==> src/hdl/ps2_scan_code_key_decoder_macros.svh <==
// ----------------------------------------------------------------------------
// PS/2 key decoder assertion macros
// Concurrent assertion wrappers; define ASSERT_OFF to compile them out.
// ----------------------------------------------------------------------------
`ifndef PS2_SCAN_CODE_KEY_DECODER_MACROS_SVH
`define PS2_SCAN_CODE_KEY_DECODER_MACROS_SVH

`ifndef ASSERT_OFF

// same-cycle implication
`define PS2KD_ASSERT_IMP(lbl, clk, rst_n, ante, cons) \
  lbl: assert property (@(posedge clk) disable iff (!rst_n) (ante) |-> (cons)) \
    else $error("ps2kd assertion failed");

// next-cycle implication
`define PS2KD_ASSERT_NXT(lbl, clk, rst_n, ante, cons) \
  lbl: assert property (@(posedge clk) disable iff (!rst_n) (ante) |=> (cons)) \
    else $error("ps2kd assertion failed");

`else

`define PS2KD_ASSERT_IMP(lbl, clk, rst_n, ante, cons)
`define PS2KD_ASSERT_NXT(lbl, clk, rst_n, ante, cons)

`endif

`endif

==> src/hdl/ps2kd_pkg.sv <==
// ----------------------------------------------------------------------------
// ps2kd_pkg
// Types, constants and scan code tables for the PS/2 set-1 key decoder.
// ----------------------------------------------------------------------------
package ps2kd_pkg;

  localparam int RING_DEPTH = 256;
  localparam int PTR_W      = (RING_DEPTH > 1) ? $clog2(RING_DEPTH) : 1;

  typedef enum logic [1:0] {
    OP_SCAN   = 2'd0,
    OP_INJECT = 2'd1,
    OP_POP    = 2'd2,
    OP_NOP    = 2'd3
  } opcode_t;

  typedef struct packed {
    logic [1:0] opcode;
    logic [7:0] data_byte;
  } in_word_t;

  typedef struct packed {
    logic       event_valid;
    logic [8:0] event_key;
    logic       pop_valid;
    logic [8:0] pop_key;
    logic       key_waiting;
    logic       alt_held;
  } out_word_t;

  // scan codes
  localparam logic [7:0] SC_PREFIX   = 8'hE0;
  localparam logic [7:0] SC_LSHIFT   = 8'h2A;
  localparam logic [7:0] SC_RSHIFT   = 8'h36;
  localparam logic [7:0] SC_CTRL     = 8'h1D;
  localparam logic [7:0] SC_ALT      = 8'h38;
  localparam logic [7:0] SC_CAPS     = 8'h3A;
  localparam logic [7:0] SC_TAB      = 8'h0F;
  localparam logic [7:0] SC_MAP_LEN  = 8'd58;

  // special key values
  localparam logic [8:0] NAV_UP      = 9'd256;
  localparam logic [8:0] NAV_DN      = 9'd257;
  localparam logic [8:0] NAV_LT      = 9'd258;
  localparam logic [8:0] NAV_RT      = 9'd259;
  localparam logic [8:0] NAV_BEGIN   = 9'd260;
  localparam logic [8:0] NAV_END     = 9'd261;
  localparam logic [8:0] NAV_DEL     = 9'd262;
  localparam logic [8:0] NAV_PAGE_UP = 9'd263;
  localparam logic [8:0] NAV_PAGE_DN = 9'd264;
  localparam logic [8:0] KEY_ALT_TAB = 9'd265;
  localparam logic [8:0] KEY_NONE    = 9'd0;

  // letters b c f h l n q r s t u w y z take a control code
  localparam logic [25:0] CTRL_LETTERS = 26'b11_0101_1111_0010_1000_1010_0110;

  function automatic logic [7:0] plain_char(input logic [5:0] sc);
    logic [7:0] c;
    case (sc)
      6'd1:  c = 8'h1B;  6'd2:  c = 8'h31;  6'd3:  c = 8'h32;  6'd4:  c = 8'h33;
      6'd5:  c = 8'h34;  6'd6:  c = 8'h35;  6'd7:  c = 8'h36;  6'd8:  c = 8'h37;
      6'd9:  c = 8'h38;  6'd10: c = 8'h39;  6'd11: c = 8'h30;  6'd12: c = 8'h2D;
      6'd13: c = 8'h3D;  6'd14: c = 8'h08;  6'd15: c = 8'h09;  6'd16: c = 8'h71;
      6'd17: c = 8'h77;  6'd18: c = 8'h65;  6'd19: c = 8'h72;  6'd20: c = 8'h74;
      6'd21: c = 8'h79;  6'd22: c = 8'h75;  6'd23: c = 8'h69;  6'd24: c = 8'h6F;
      6'd25: c = 8'h70;  6'd26: c = 8'h5B;  6'd27: c = 8'h5D;  6'd28: c = 8'h0A;
      6'd30: c = 8'h61;  6'd31: c = 8'h73;  6'd32: c = 8'h64;  6'd33: c = 8'h66;
      6'd34: c = 8'h67;  6'd35: c = 8'h68;  6'd36: c = 8'h6A;  6'd37: c = 8'h6B;
      6'd38: c = 8'h6C;  6'd39: c = 8'h3B;  6'd40: c = 8'h27;  6'd41: c = 8'h60;
      6'd43: c = 8'h5C;  6'd44: c = 8'h7A;  6'd45: c = 8'h78;  6'd46: c = 8'h63;
      6'd47: c = 8'h76;  6'd48: c = 8'h62;  6'd49: c = 8'h6E;  6'd50: c = 8'h6D;
      6'd51: c = 8'h2C;  6'd52: c = 8'h2E;  6'd53: c = 8'h2F;  6'd55: c = 8'h2A;
      6'd57: c = 8'h20;
      default: c = 8'h00;
    endcase
    return c;
  endfunction

  function automatic logic [7:0] shift_char(input logic [5:0] sc);
    logic [7:0] c;
    c = plain_char(sc);
    if (c inside {[8'h61:8'h7A]}) begin
      c = c - 8'h20;
    end else begin
      case (sc)
        6'd2:  c = 8'h21;  6'd3:  c = 8'h40;  6'd4:  c = 8'h23;  6'd5:  c = 8'h24;
        6'd6:  c = 8'h25;  6'd7:  c = 8'h5E;  6'd8:  c = 8'h26;  6'd9:  c = 8'h2A;
        6'd10: c = 8'h28;  6'd11: c = 8'h29;  6'd12: c = 8'h5F;  6'd13: c = 8'h2B;
        6'd26: c = 8'h7B;  6'd27: c = 8'h7D;  6'd39: c = 8'h3A;  6'd40: c = 8'h22;
        6'd41: c = 8'h7E;  6'd43: c = 8'h7C;  6'd51: c = 8'h3C;  6'd52: c = 8'h3E;
        6'd53: c = 8'h3F;
        default: c = c;
      endcase
    end
    return c;
  endfunction

  function automatic logic [7:0] decode_char(input logic [7:0] sc, input logic shift,
                                             input logic caps, input logic ctrl);
    logic [7:0] c;
    logic [7:0] low;
    logic [4:0] idx;
    c = 8'h00;
    if (sc < SC_MAP_LEN) begin
      c = shift ? shift_char(sc[5:0]) : plain_char(sc[5:0]);
    end
    if (caps && (c inside {[8'h61:8'h7A]})) begin
      c = c - 8'h20;
    end else if (caps && (c inside {[8'h41:8'h5A]})) begin
      c = c + 8'h20;
    end
    low = c | 8'h20;
    idx = 5'(low - 8'h61);
    if (ctrl && (low inside {[8'h61:8'h7A]}) && CTRL_LETTERS[idx]) begin
      c = low & 8'h1F;
    end
    return c;
  endfunction

  function automatic logic [8:0] ext_key(input logic [7:0] sc);
    logic [8:0] k;
    case (sc)
      8'h48:   k = NAV_UP;
      8'h50:   k = NAV_DN;
      8'h4B:   k = NAV_LT;
      8'h4D:   k = NAV_RT;
      8'h47:   k = NAV_BEGIN;
      8'h4F:   k = NAV_END;
      8'h53:   k = NAV_DEL;
      8'h49:   k = NAV_PAGE_UP;
      8'h51:   k = NAV_PAGE_DN;
      default: k = KEY_NONE;
    endcase
    return k;
  endfunction

  function automatic logic [PTR_W-1:0] ring_next(input logic [PTR_W-1:0] p);
    return (p == PTR_W'(RING_DEPTH - 1)) ? '0 : p + PTR_W'(1);
  endfunction

endpackage

==> src/hdl/ps2_scan_code_key_decoder.sv <==
// Throughput 1 word per cycle while the output is not stalled. State update,
// ring write and ring read happen at the accept edge; the registered ring read
// is held beside stage 1, and both drain into the output register.
// A stalled output holds up to two words before in_ready drops.
// rst_n (synchronous) clears pointers, modifiers, prefix, gui_mode and valids;
// the ring contents are not cleared.
// ----------------------------------------------------------------------------
// ps2_scan_code_key_decoder
// PS/2 set-1 scan code decoder with modifier tracking and a key ring.
// ----------------------------------------------------------------------------
`include "ps2_scan_code_key_decoder_macros.svh"

module ps2_scan_code_key_decoder (
  input  logic                 clk,
  input  logic                 rst_n,
  input  logic                 cfg_we,
  input  logic                 cfg_wdata,
  input  logic                 in_valid,
  output logic                 in_ready,
  input  ps2kd_pkg::in_word_t  in_data,
  output logic                 out_valid,
  input  logic                 out_ready,
  output ps2kd_pkg::out_word_t out_data
);

  localparam int PW = ps2kd_pkg::PTR_W;

  logic [8:0]    mem [ps2kd_pkg::RING_DEPTH];
  logic [8:0]    mem_rd_r;

  logic [PW-1:0] wr_ptr_r, wr_ptr_nxt;
  logic [PW-1:0] rd_ptr_r, rd_ptr_nxt;
  logic          shift_r, shift_nxt;
  logic          ctrl_r, ctrl_nxt;
  logic          alt_r, alt_nxt;
  logic          caps_r, caps_nxt;
  logic          prefix_r, prefix_nxt;
  logic          gui_r;

  logic          s1_v_r;
  logic          s1_ev_v_r, s1_pop_v_r, s1_wait_r, s1_alt_r;
  logic [8:0]    s1_ev_k_r;
  logic          out_v_r;
  ps2kd_pkg::out_word_t out_data_r;

  logic          in_acc, s1_move;
  logic          ev_v, put, wr_en, pop_ok;
  logic [8:0]    ev_k, put_key, ekey;
  logic [7:0]    ch;
  ps2kd_pkg::opcode_t op;

  assign op       = ps2kd_pkg::opcode_t'(in_data.opcode);
  assign s1_move  = s1_v_r && (!out_v_r || out_ready);
  assign in_ready = !s1_v_r || s1_move;
  assign in_acc   = in_valid && in_ready;
  assign ekey     = ps2kd_pkg::ext_key(in_data.data_byte);
  assign ch       = ps2kd_pkg::decode_char(in_data.data_byte, shift_r, caps_r, ctrl_r);

  always_comb begin
    ev_v       = 1'b0;
    ev_k       = ps2kd_pkg::KEY_NONE;
    put        = 1'b0;
    put_key    = ps2kd_pkg::KEY_NONE;
    pop_ok     = 1'b0;
    shift_nxt  = shift_r;
    ctrl_nxt   = ctrl_r;
    alt_nxt    = alt_r;
    caps_nxt   = caps_r;
    prefix_nxt = prefix_r;
    rd_ptr_nxt = rd_ptr_r;
    case (op)
      ps2kd_pkg::OP_SCAN: begin
        if (in_data.data_byte == ps2kd_pkg::SC_PREFIX) begin
          prefix_nxt = 1'b1;
        end else if (prefix_r) begin
          // known extended make code: key; extended release or unknown code: no key
          prefix_nxt = 1'b0;
          if (!in_data.data_byte[7] && ekey != ps2kd_pkg::KEY_NONE) begin
            ev_v    = gui_r;
            ev_k    = gui_r ? ekey : ps2kd_pkg::KEY_NONE;
            put     = !gui_r;
            put_key = ekey;
          end
        end else if (in_data.data_byte[7]) begin
          if ({1'b0, in_data.data_byte[6:0]} inside {ps2kd_pkg::SC_LSHIFT,
                                                     ps2kd_pkg::SC_RSHIFT}) begin
            shift_nxt = 1'b0;
          end
          if ({1'b0, in_data.data_byte[6:0]} == ps2kd_pkg::SC_CTRL) begin
            ctrl_nxt = 1'b0;
          end
          if ({1'b0, in_data.data_byte[6:0]} == ps2kd_pkg::SC_ALT) begin
            alt_nxt = 1'b0;
          end
        end else if (in_data.data_byte inside {ps2kd_pkg::SC_LSHIFT,
                                               ps2kd_pkg::SC_RSHIFT}) begin
          shift_nxt = 1'b1;
        end else if (in_data.data_byte == ps2kd_pkg::SC_CTRL) begin
          ctrl_nxt = 1'b1;
        end else if (in_data.data_byte == ps2kd_pkg::SC_ALT) begin
          alt_nxt = 1'b1;
        end else if (in_data.data_byte == ps2kd_pkg::SC_CAPS) begin
          caps_nxt = !caps_r;
        end else if (alt_r && in_data.data_byte == ps2kd_pkg::SC_TAB) begin
          // drop alt-tab outside gui mode
          ev_v = gui_r;
          ev_k = gui_r ? ps2kd_pkg::KEY_ALT_TAB : ps2kd_pkg::KEY_NONE;
        end else if (ch != 8'h00) begin
          ev_v    = gui_r;
          ev_k    = gui_r ? {1'b0, ch} : ps2kd_pkg::KEY_NONE;
          put     = !gui_r;
          put_key = {1'b0, ch};
        end
      end
      ps2kd_pkg::OP_INJECT: begin
        put     = 1'b1;
        put_key = {1'b0, in_data.data_byte};
      end
      ps2kd_pkg::OP_POP: begin
        if (rd_ptr_r != wr_ptr_r) begin
          pop_ok     = 1'b1;
          rd_ptr_nxt = ps2kd_pkg::ring_next(rd_ptr_r);
        end
      end
      default: begin
      end
    endcase
    // keep one slot free; drop the key when full
    wr_en      = put && (ps2kd_pkg::ring_next(wr_ptr_r) != rd_ptr_r);
    wr_ptr_nxt = wr_en ? ps2kd_pkg::ring_next(wr_ptr_r) : wr_ptr_r;
  end

  always_ff @(posedge clk) begin
    if (!rst_n) begin
      wr_ptr_r <= '0;
      rd_ptr_r <= '0;
      shift_r  <= 1'b0;
      ctrl_r   <= 1'b0;
      alt_r    <= 1'b0;
      caps_r   <= 1'b0;
      prefix_r <= 1'b0;
      gui_r    <= 1'b0;
      s1_v_r   <= 1'b0;
      out_v_r  <= 1'b0;
    end else begin
      if (cfg_we) begin
        gui_r <= cfg_wdata;
      end
      if (in_acc) begin
        wr_ptr_r <= wr_ptr_nxt;
        rd_ptr_r <= rd_ptr_nxt;
        shift_r  <= shift_nxt;
        ctrl_r   <= ctrl_nxt;
        alt_r    <= alt_nxt;
        caps_r   <= caps_nxt;
        prefix_r <= prefix_nxt;
      end
      if (in_acc) begin
        s1_v_r <= 1'b1;
      end else if (s1_move) begin
        s1_v_r <= 1'b0;
      end
      if (!out_v_r || out_ready) begin
        out_v_r <= s1_v_r;
      end
    end
  end

  // ring storage and registered read
  always_ff @(posedge clk) begin
    if (in_acc && wr_en) begin
      mem[wr_ptr_r] <= put_key;
    end
    if (in_acc && pop_ok) begin
      mem_rd_r <= mem[rd_ptr_r];
    end
  end

  always_ff @(posedge clk) begin
    if (in_acc) begin
      s1_ev_v_r  <= ev_v;
      s1_ev_k_r  <= ev_k;
      s1_pop_v_r <= pop_ok;
      s1_wait_r  <= (rd_ptr_nxt != wr_ptr_nxt);
      s1_alt_r   <= alt_nxt;
    end
    if (s1_move) begin
      out_data_r.event_valid <= s1_ev_v_r;
      out_data_r.event_key   <= s1_ev_k_r;
      out_data_r.pop_valid   <= s1_pop_v_r;
      out_data_r.pop_key     <= s1_pop_v_r ? mem_rd_r : ps2kd_pkg::KEY_NONE;
      out_data_r.key_waiting <= s1_wait_r;
      out_data_r.alt_held    <= s1_alt_r;
    end
  end

  assign out_valid = out_v_r;
  assign out_data  = out_data_r;

  `PS2KD_ASSERT_IMP(a_one_kind, clk, rst_n, out_v_r, !(out_data_r.event_valid && out_data_r.pop_valid))
  `PS2KD_ASSERT_NXT(a_full_drop, clk, rst_n, in_acc && op == ps2kd_pkg::OP_INJECT && ps2kd_pkg::ring_next(wr_ptr_r) == rd_ptr_r, $stable(wr_ptr_r))
  `PS2KD_ASSERT_NXT(a_empty_pop, clk, rst_n, in_acc && op == ps2kd_pkg::OP_POP && rd_ptr_r == wr_ptr_r, $stable(rd_ptr_r))
  `PS2KD_ASSERT_IMP(a_stall_full, clk, rst_n, !in_ready, s1_v_r && out_v_r)

endmodule
==> config.mk <==
export PLATFORM = sky130hd
export DESIGN_NAME = ps2_scan_code_key_decoder
export DESIGN_NICKNAME = d
export VERILOG_FILES = /design/src/hdl/ps2kd_pkg.sv /design/src/hdl/ps2_scan_code_key_decoder.sv
export VERILOG_INCLUDE_DIRS = /design/src /design/src/hdl
export SDC_FILE = /design/constraint.sdc
export NUM_CORES = 2
export LEC_CHECK = 0
export CAP_MARGIN = 20
export CORE_AREA = 2 2 583 585
export CTS_CLUSTER_DIAMETER = 30
export CTS_CLUSTER_SIZE = 10
export DETAILED_ROUTE_END_ITERATION = 12
export DIE_AREA = 0 0 585 587
export DONT_BUFFER_PORTS = 1
export SLEW_MARGIN = 20
export SYNTH_ARGS = -nofsm -noshare
export SYNTH_HDL_FRONTEND = slang
export SYNTH_SLANG_ARGS = --single-unit
export TNS_END_PERCENT = 30
==> constraint.sdc <==
create_clock -name clk -period 16.7 [get_ports clk]
set_input_delay 0 -clock clk [delete_from_list [all_inputs] [get_ports clk]]
set_output_delay 0 -clock clk [all_outputs]
set_load 0.05 [all_outputs]
Yosys cells after proc, flatten, opt, wreduce, memory -nomap -nowiden
Memory sizes are Yosys's and may differ from the RTL's. A register that Yosys moved wholly into a read port is not among the register bits.
Index checks and enable logic that the tools add are counted.
{"block": "word_totals", "ff_bits": 59, "latchBits": 0, "ram_bits": 2304, "rom_bits": 928, "inputBits": 16, "output_inout_bits": 24, "wordCells": 214, "memories": 4}
{"memory": "mem", "depth": 256, "width": 9, "rd": 1, "rd_ports_with_merged_regs": 1, "write_ports": 1, "line_no": "ps2_scan_code_key_decoder.sv:28", "source": "logic [8:0] mem [ps2kd_pkg::RING_DEPTH];"}
{"memory": "(name not given)", "depth": 64, "width": 7, "rd": 1, "rd_ports_with_merged_regs": 0, "write_ports": 0, "line_no": "ps2kd_pkg.sv:59", "source": "case (sc)"}
{"memory": "(name not given)", "depth": 64, "width": 7, "rd": 1, "rd_ports_with_merged_regs": 0, "write_ports": 0, "line_no": "ps2kd_pkg.sv:59"}
{"memory": "(name not given)", "depth": 32, "width": 1, "rd": 1, "rd_ports_with_merged_regs": 0, "write_ports": 0, "line_no": "ps2kd_pkg.sv:114", "source": "if (ctrl && (low inside {[8'h61:8'h7A]}) && CTRL_LETTERS[idx]) begin"}
{"block": "op_classes", "add_sub_neg": 6, "multipliers": 0, "div_mod_pow": 0, "n_lt_le_gt_ge": 10, "n_eq_ne": 51, "shifts": 0, "n_mux": 80, "bitwise_logic": 7, "reduce_logical": 35}
{"op": "8-bit 2-to-1 mux", "count": 21}
{"op": "8-bit case mux with 21 select lines", "count": 1}
{"op": "9-bit 2-to-1 mux", "count": 13}
{"op": "9-bit case mux with 9 select lines", "count": 1}
{"op": "8-bit by 7-bit == test with 1-bit output, second input constant", "count": 9}
{"op": "6-bit == test, second input constant", "count": 7}
{"op": "1-bit 2-to-1 mux", "count": 42}
{"op": "6-bit by 4-bit == test with 1-bit output, second input constant", "count": 6}
{"op": "8-bit by 6-bit == test with 1-bit output, second input constant", "count": 4}
{"op": "8-bit by 7-bit greater-or-equal comparator with 1-bit output, second input constant", "count": 4}
{"op": "8-bit by 7-bit <= comparator with 1-bit output, second input constant", "count": 4}
{"op": "6-bit by 3-bit == test with 1-bit output, second input constant", "count": 4}
{"op": "8-bit == test, second input constant", "count": 3}
{"op": "8-bit != test", "count": 3}
{"op": "7-bit by 6-bit == test with 1-bit output, second input constant", "count": 3}
{"op": "9-bit case mux with 2 select lines", "count": 1}
{"op": "8-bit by 1-bit adder with 8-bit output, second input constant", "count": 2}
{"op": "8-bit by 6-bit subtractor with 8-bit output, second input constant", "count": 2}
{"op": "1-bit logical AND", "count": 15}
{"op": "6-bit by 2-bit == test with 1-bit output, second input constant", "count": 2}
{"op": "6-bit by 5-bit == test with 1-bit output, second input constant", "count": 2}
{"op": "2-bit nonzero test", "count": 5}
{"op": "9-bit AND reduction", "count": 1}
{"op": "9-bit nonzero test", "count": 1}
{"op": "21 further kinds", "count": 33}

Depth between registers and ports, before layout
{"block": "depth", "depth_word": 32, "mapped_depth": 20, "depth_no_buf": 16}

Worst setup path before layout
Ideal clock, no wire load.
{"block": "synth_path", "path_type": "input to register", "startpoint": "input port in_data[0] in the netlist's numbering", "endpoint": "memory mem[0][1] (data pin)", "arrival_time_ns": 12.495, "t_required_ns": 14.513, "path_slack_ns": 2.017, "stages": 14, "path_buffers": 3, "cell_sequence": "buf_2 -> inv_1 -> ha_1 -> buf_2 -> mux4_2 -> nand3_2 -> nand3_2 -> o41a_2 -> o21ai_2 -> buf_2 -> nand2_1 -> o21ai_1 -> a21oi_1 -> o21ai_0"}
{"block": "synth_between", "elab_chain_cells": 28, "word_cells_on_any_way": 87, "classes_between": "add/sub (4); order compare (9); eq/ne (37); mux (21); reduce/logical (13); memory (3)"}
{"element": "start: declaration", "line_no": "ps2_scan_code_key_decoder.sv:20", "source": "input ps2kd_pkg::in_word_t in_data,"}
{"element": "memory 64 x 7 bit"}
{"element": "8-bit 2-to-1 mux", "line_no": "ps2kd_pkg.sv:104", "source": "if (sc < SC_MAP_LEN) begin"}
{"element": "8-bit by 7-bit greater-or-equal comparator with 1-bit output / 8-bit by 7-bit <= comparator with 1-bit output (equally long branches)", "line_no": "ps2kd_pkg.sv:82", "source": "if (c inside {[8'h61:8'h7A]}) begin"}
{"element": "1-bit logical AND", "line_no": "ps2kd_pkg.sv:82"}
{"element": "8-bit 2-to-1 mux", "line_no": "ps2kd_pkg.sv:82"}
{"element": "8-bit 2-to-1 mux", "line_no": "ps2kd_pkg.sv:105", "source": "c = shift ? shift_char(sc[5:0]) : plain_char(sc[5:0]);"}
{"element": "8-bit 2-to-1 mux", "line_no": "ps2kd_pkg.sv:104"}
{"element": "8-bit by 7-bit greater-or-equal comparator with 1-bit output / 8-bit by 7-bit <= comparator with 1-bit output (equally long branches)", "line_no": "ps2kd_pkg.sv:109", "source": "end else if (caps && (c inside {[8'h41:8'h5A]})) begin"}
{"element": "[... 13 more ...]"}
{"element": "8-bit 2-to-1 mux", "line_no": "ps2_scan_code_key_decoder.sv:100", "source": "end else if (in_data.data_byte == ps2kd_pkg::SC_ALT) begin"}
{"element": "8-bit 2-to-1 mux", "line_no": "ps2_scan_code_key_decoder.sv:98", "source": "end else if (in_data.data_byte == ps2kd_pkg::SC_CTRL) begin"}
{"element": "8-bit 2-to-1 mux", "line_no": "ps2_scan_code_key_decoder.sv:95", "source": "end else if (in_data.data_byte inside {ps2kd_pkg::SC_LSHIFT,"}
{"element": "8-bit 2-to-1 mux", "line_no": "ps2_scan_code_key_decoder.sv:84", "source": "end else if (in_data.data_byte[7]) begin"}
{"element": "9-bit 2-to-1 mux", "line_no": "ps2_scan_code_key_decoder.sv:75", "source": "end else if (prefix_r) begin"}
{"element": "9-bit 2-to-1 mux *", "line_no": "ps2_scan_code_key_decoder.sv:73", "source": "if (in_data.data_byte == ps2kd_pkg::SC_PREFIX) begin"}
{"element": "9-bit case mux with 2 select lines *", "line_no": "ps2_scan_code_key_decoder.sv:71", "source": "case (op)"}
{"element": "via put_key[1]", "line_no": "ps2_scan_code_key_decoder.sv:48", "source": "logic [8:0] ev_k, put_key, ekey;"}
{"element": "end: declaration", "line_no": "ps2_scan_code_key_decoder.sv:28"}
The timed path passes the listed nets; every way through them passes the cells marked *. The select of a mux whose other input is x is not followed.

Worst setup path in the final report
{"block": "layout_path", "startpoint": "input port in_data[4] in the netlist's numbering", "endpoint": "memory mem[190][6], enable pin"}
{"block": "layout_between", "elab_chain_cells": 32, "word_cells_on_any_way": 91, "classes_between": "add/sub (4); order compare (9); eq/ne (37); mux (23); reduce/logical (15); memory (3)"}
{"element": "memory 64 x 7 bit"}
{"element": "8-bit 2-to-1 mux", "line_no": "ps2kd_pkg.sv:104"}
{"element": "8-bit by 7-bit greater-or-equal comparator with 1-bit output / 8-bit by 7-bit <= comparator with 1-bit output (equally long branches)", "line_no": "ps2kd_pkg.sv:82"}
{"element": "1-bit logical AND", "line_no": "ps2kd_pkg.sv:82"}
{"element": "8-bit 2-to-1 mux", "line_no": "ps2kd_pkg.sv:82"}
{"element": "8-bit 2-to-1 mux", "line_no": "ps2kd_pkg.sv:105"}
{"element": "8-bit 2-to-1 mux", "line_no": "ps2kd_pkg.sv:104"}
{"element": "8-bit by 7-bit greater-or-equal comparator with 1-bit output / 8-bit by 7-bit <= comparator with 1-bit output (equally long branches)", "line_no": "ps2kd_pkg.sv:109"}
{"element": "[... 16 more ...]"}
{"element": "1-bit 2-to-1 mux", "line_no": "ps2_scan_code_key_decoder.sv:84"}
{"element": "1-bit 2-to-1 mux", "line_no": "ps2_scan_code_key_decoder.sv:75"}
{"element": "1-bit 2-to-1 mux *", "line_no": "ps2_scan_code_key_decoder.sv:73"}
{"element": "1-bit case mux with 2 select lines *", "line_no": "ps2_scan_code_key_decoder.sv:71"}
{"element": "1-bit logical AND *", "line_no": "ps2_scan_code_key_decoder.sv:129", "source": "wr_en = put && (ps2kd_pkg::ring_next(wr_ptr_r) != rd_ptr_r);"}
{"element": "1-bit logical AND *", "line_no": "ps2_scan_code_key_decoder.sv:171", "source": "if (in_acc && wr_en) begin"}
{"element": "1-bit 2-to-1 mux *", "line_no": "ps2_scan_code_key_decoder.sv:171"}
{"element": "1-bit 2-to-1 mux (implied by the code) *", "line_no": "ps2_scan_code_key_decoder.sv:172", "source": "mem[wr_ptr_r] <= put_key;"}
Every way passes the cells marked *; elsewhere a longest branch is shown, timed or not. The select of a mux whose other input is x is not followed.

==> summary.md <==
| Metric | Value |
|---|---|
| Final worst-path cycle share | `a little under two fifths` |
| Synth cell types | `89` |
| Initial antenna violation count | `7` |
| Synthesized net count | `around 4300` |
| CP arrival | `~7.0 ns` |
| IO Port Bufs | `0` |
| Clock Path Buffers | `4` |
| Gr ovfl total | `0` |
| GP Congestion | `between 0.8 and 0.9` |
| Worst r2r path cells | `10` |
| Worst reg2reg startpoint | `rd_ptr_r[2]` |
| I/O pins | `40` |
| RR Endpoint | `mem[190][6]` |
| Synth-to-Final Area Change | `22.1%` |
| Post-synth EDFFs | `between 2000 and 2500` |
| Starting density of the core | `approximately 28%` |
| Most frequent CP cell | `nor2_1` |
| Final setup violation count | `0` |
| RSZ-0062 raised after global routing | `no` |
| Required @ worst endpoint | `between 15 and 20 ns` |
| Power Density | `138 nW/µm²` |
| Post-layout util | `between 30 and 40%` |
| Hold wc startpoint | `in_valid` |
| Synthesized area | `between 90000 and 100000 µm²` |
| TritonCTS buffer count | `between 400 and 500` |
| Status | `finished clean` |
| Register area share after synthesis | `75.4%` |
| Die Y | `a little under 600 µm` |
| Leakage | `approximately 35 nW` |
| CP cell instances | `dlygate4sd3_1 -> or2_1 -> nor3b_1 -> a32o_1 -> dlygate4sd3_1 -> a221o_1 -> nor4b_1 -> nor2_1 -> nor2_1 -> o21ai_0 -> nor2_1 -> nand4_1 -> buf_4 -> nor2_1` |
| First-pass GRT wire length | `roughly 340 mm` |
| Clock Pin Slew Worst Setup and Hold Paths | `around 0.050 ns` |
| Drt first-iter violations | `5088` |
| Hold Path Stages | `5` |
| Site row count | `approximately 210` |
| Max incr delay on CP | `between 0.9 and 1 ns` |
| Final ANT Viol Nets | `0` |
| Hold_ws | `0.0629 ns` |
| Hold EP | `alt_r` |
| MaxCap Viol Count | `0` |
| FF+latch count, synth | `~2400` |
| CTS H-tree depth | `5` |
| Clock Latency Late Sink | `~0.97 ns` |
| Setup_tns | `0 ns` |
| DIE WIDTH | `585 µm` |
| Vias | `between 40000 and 50000` |
| Post-Synthesis Cells | `~4200` |
| DRT Pass-1 Iters | `6` |
| Remaining DRCs | `0` |
| Tot GR Track Use | `between 10% and 20%` |
| Ys Warns | `0` |
| CTS root buffer | `clkbuf_16` |
| R2R Setup Slk | `between 10 and 15 ns` |
| Ys flop type | `edfxtp_1` |
| Final HPWL DP | `about 130 mm` |
| Total routed wirelength | `235 mm` |
| Crit-path max FO | `15` |
| Worst-Margin Slew | `1.19 ns` |
| Max stage delay cell, worst path | `nand4_1` |
| Routed WL per cell | `~25 µm` |
| Async SR Flop Fraction | `0%` |
| Share of cells above drive strength 1 | `about 33%` |
| Critical path type | `primary input to register` |
| Vias in the first global route | `47100` |
| Post-CTS Repair Setup Buffers | `0` |
| Hold Vio Cnt, Final | `0` |
| Die area | `roughly 340000 µm²` |
| Crit start category | `primary input` |
| CP Capture Type | `register` |
| CTS tree | `done` |
| Final nets | `4562` |
| Worst Hold Class | `primary input to register` |
| Worst VDD drop | `roughly 140 µV` |
| Fin crit period | `between 6 and 7 ns` |
| Vias per inst | `4.85` |
| Max-slew violation count | `0` |
| Clock Sinks | `about 2400` |
| Clock Skew | `roughly 0.064 ns` |
| Syn avg cell area | `22.2 µm²` |
| Core area | `~340000 µm²` |
| Rel. slew slack | `around 20%` |
| Fmax | `157 MHz` |
| Pin count of the biggest net entering global routing | `about 200` |
## final cells by class
class | count | area (µm²)
clock buffer | 501 | 11600
inverter | 18 | 71.3
tap | 4536 | 5680
sequential | 2372 | 71000
fill | 31200 | 223000
antenna | 7 | 17.5
timing repair buffer | 102 | 1010
clock inverter | 311 | 3510
multi-input combinational | 1586 | 22100
## cell families after synthesis
kind of cell    synth area share (%)
compound gates                  1.36
xor+xnor                       0.279
flops                           75.4
fa+ha+maj                      0.279
buf+inv                         1.25
simple gates                    2.91
mux                             18.5
## synthesized netlist by cell type (all sizes together) (4+ instances only)
master | instances | area [µm²]
a311oi | 5 | 43.8
a21o | 9 | 68.8
nand2 | 58 | 218
and3 | 10 | 62.6
nand4 | 21 | 131
or3 | 8 | 60.1
inv | 17 | 66.3
a31o | 4 | 35.0
nand3b | 7 | 52.6
xor2 | 14 | 123
a21oi | 49 | 253
buf | 97 | 479
o22ai | 6 | 43.8
nor2b | 17 | 109
a211oi | 9 | 72.6
nor3 | 24 | 135
a32oi | 5 | 43.8
clkbuf | 166 | 623
o211ai | 5 | 37.5
mux4 | 767 | 17300
nor4 | 5 | 31.3
o21ai | 33 | 169
or2 | 9 | 56.3
dfxtp | 24 | 480
or4b | 4 | 43.8
and2 | 19 | 119
xnor2 | 16 | 140
a211o | 5 | 43.8
mux2i | 11 | 110
ha | 21 | 263
edfxtp | 2348 | 70500
nand2b | 16 | 115
nor3b | 7 | 52.6
nand3 | 33 | 175
a221o | 4 | 40.0
a31oi | 7 | 58.8
nor2 | 329 | 1290
o21a | 6 | 45.0
## worst max-delay path by stage
| stage | slack (ns) | depth (start not counted) | from | to |
|---|---|---|---|---|
| after floorplan | 2.02 | 14 | in_data[0] | mem[0][1] |
| after global placement | 10.07 | 16 | in_data[1] | mem[151][2] |
| after detailed placement | 10.05 | 16 | in_data[1] | mem[135][5] |
| after CTS | 10.52 | 14 | in_data[4] | mem[135][7] |
| after global routing | 9.98 | 14 | in_data[4] | mem[190][6] |
| final | 10.32 | 14 | in_data[4] | mem[190][6] |
## cells in the final DEF, fill, tap and decap left out, drive strengths merged, types with 8 or more instances in the layout
cell type	count
a211oi	9
a21o	9
a21oi	49
and2	19
and3	10
buf	68
bufinv	63
clkbuf	501
clkinv	165
clkinvlp	49
dfxtp	24
dlygate4sd3	34
edfxtp	2348
ha	21
inv	52
mux2i	11
mux4	767
nand2	58
nand2b	16
nand3	33
nand4	21
nor2	329
nor2b	17
nor3	24
o21ai	33
or2	9
or3	8
xnor2	16
xor2	14
## where the power goes
| group | switching [mW] | total [mW] | internal [mW] |
|---|---|---|---|
| registers | 0.0192 | 6.56 | 6.54 |
| clock network | 2.97 | 8.91 | 5.94 |
| logic | 0.275 | 0.425 | 0.150 |
| total | 3.26 | 15.9 | 12.6 |
## repair_timing
item,in CTS,in global routing
gates resized for setup,0,0
hold endpoints to repair,878,0
hold buffers,34,0
## worst max-delay path: cells and delay by family
family          cells  cell delay, ns
simple gates        8            4.41
buf+inv             3            1.85
compound gates      3            0.67
## through the flow
step                      cell area (µm²)  instances  worst slack, ns  total power [mW]
after floorplan                     94100       4239             2.02              6.97
after global placement              99400       8578            10.07              7.09
after detailed placement            99500       8579            10.05              7.09
after CTS                          115000       9425            10.52              16.0
after global routing               115000       9427             9.98              16.3
final                              115000       9433            10.32              15.9
## sequential cells by signal, summed over array words and instances, names as in the netlist, 8 cells and up
signal and cells:
mem 2304, mem_rd_r 9, out_data 22, rd_ptr_r 8, s1_ev_k_r 9, wr_ptr_r 8
## metal layers
metal | GRT usage (%) | vias to the layer above | part of all wire, % | wire [µm]
li1 | - | 18700 | - | -
met1 | 17.9 | 24600 | 40 | 95200
met2 | 22.2 | 2030 | 50 | 117000
met3 | 2.53 | 399 | 7.2 | 17000
met4 | 4.13 | 2 | 2.8 | 6510
met5 | 0 | - | 0.0055 | 13
Note: power is estimated with default switching activity, not from simulation.
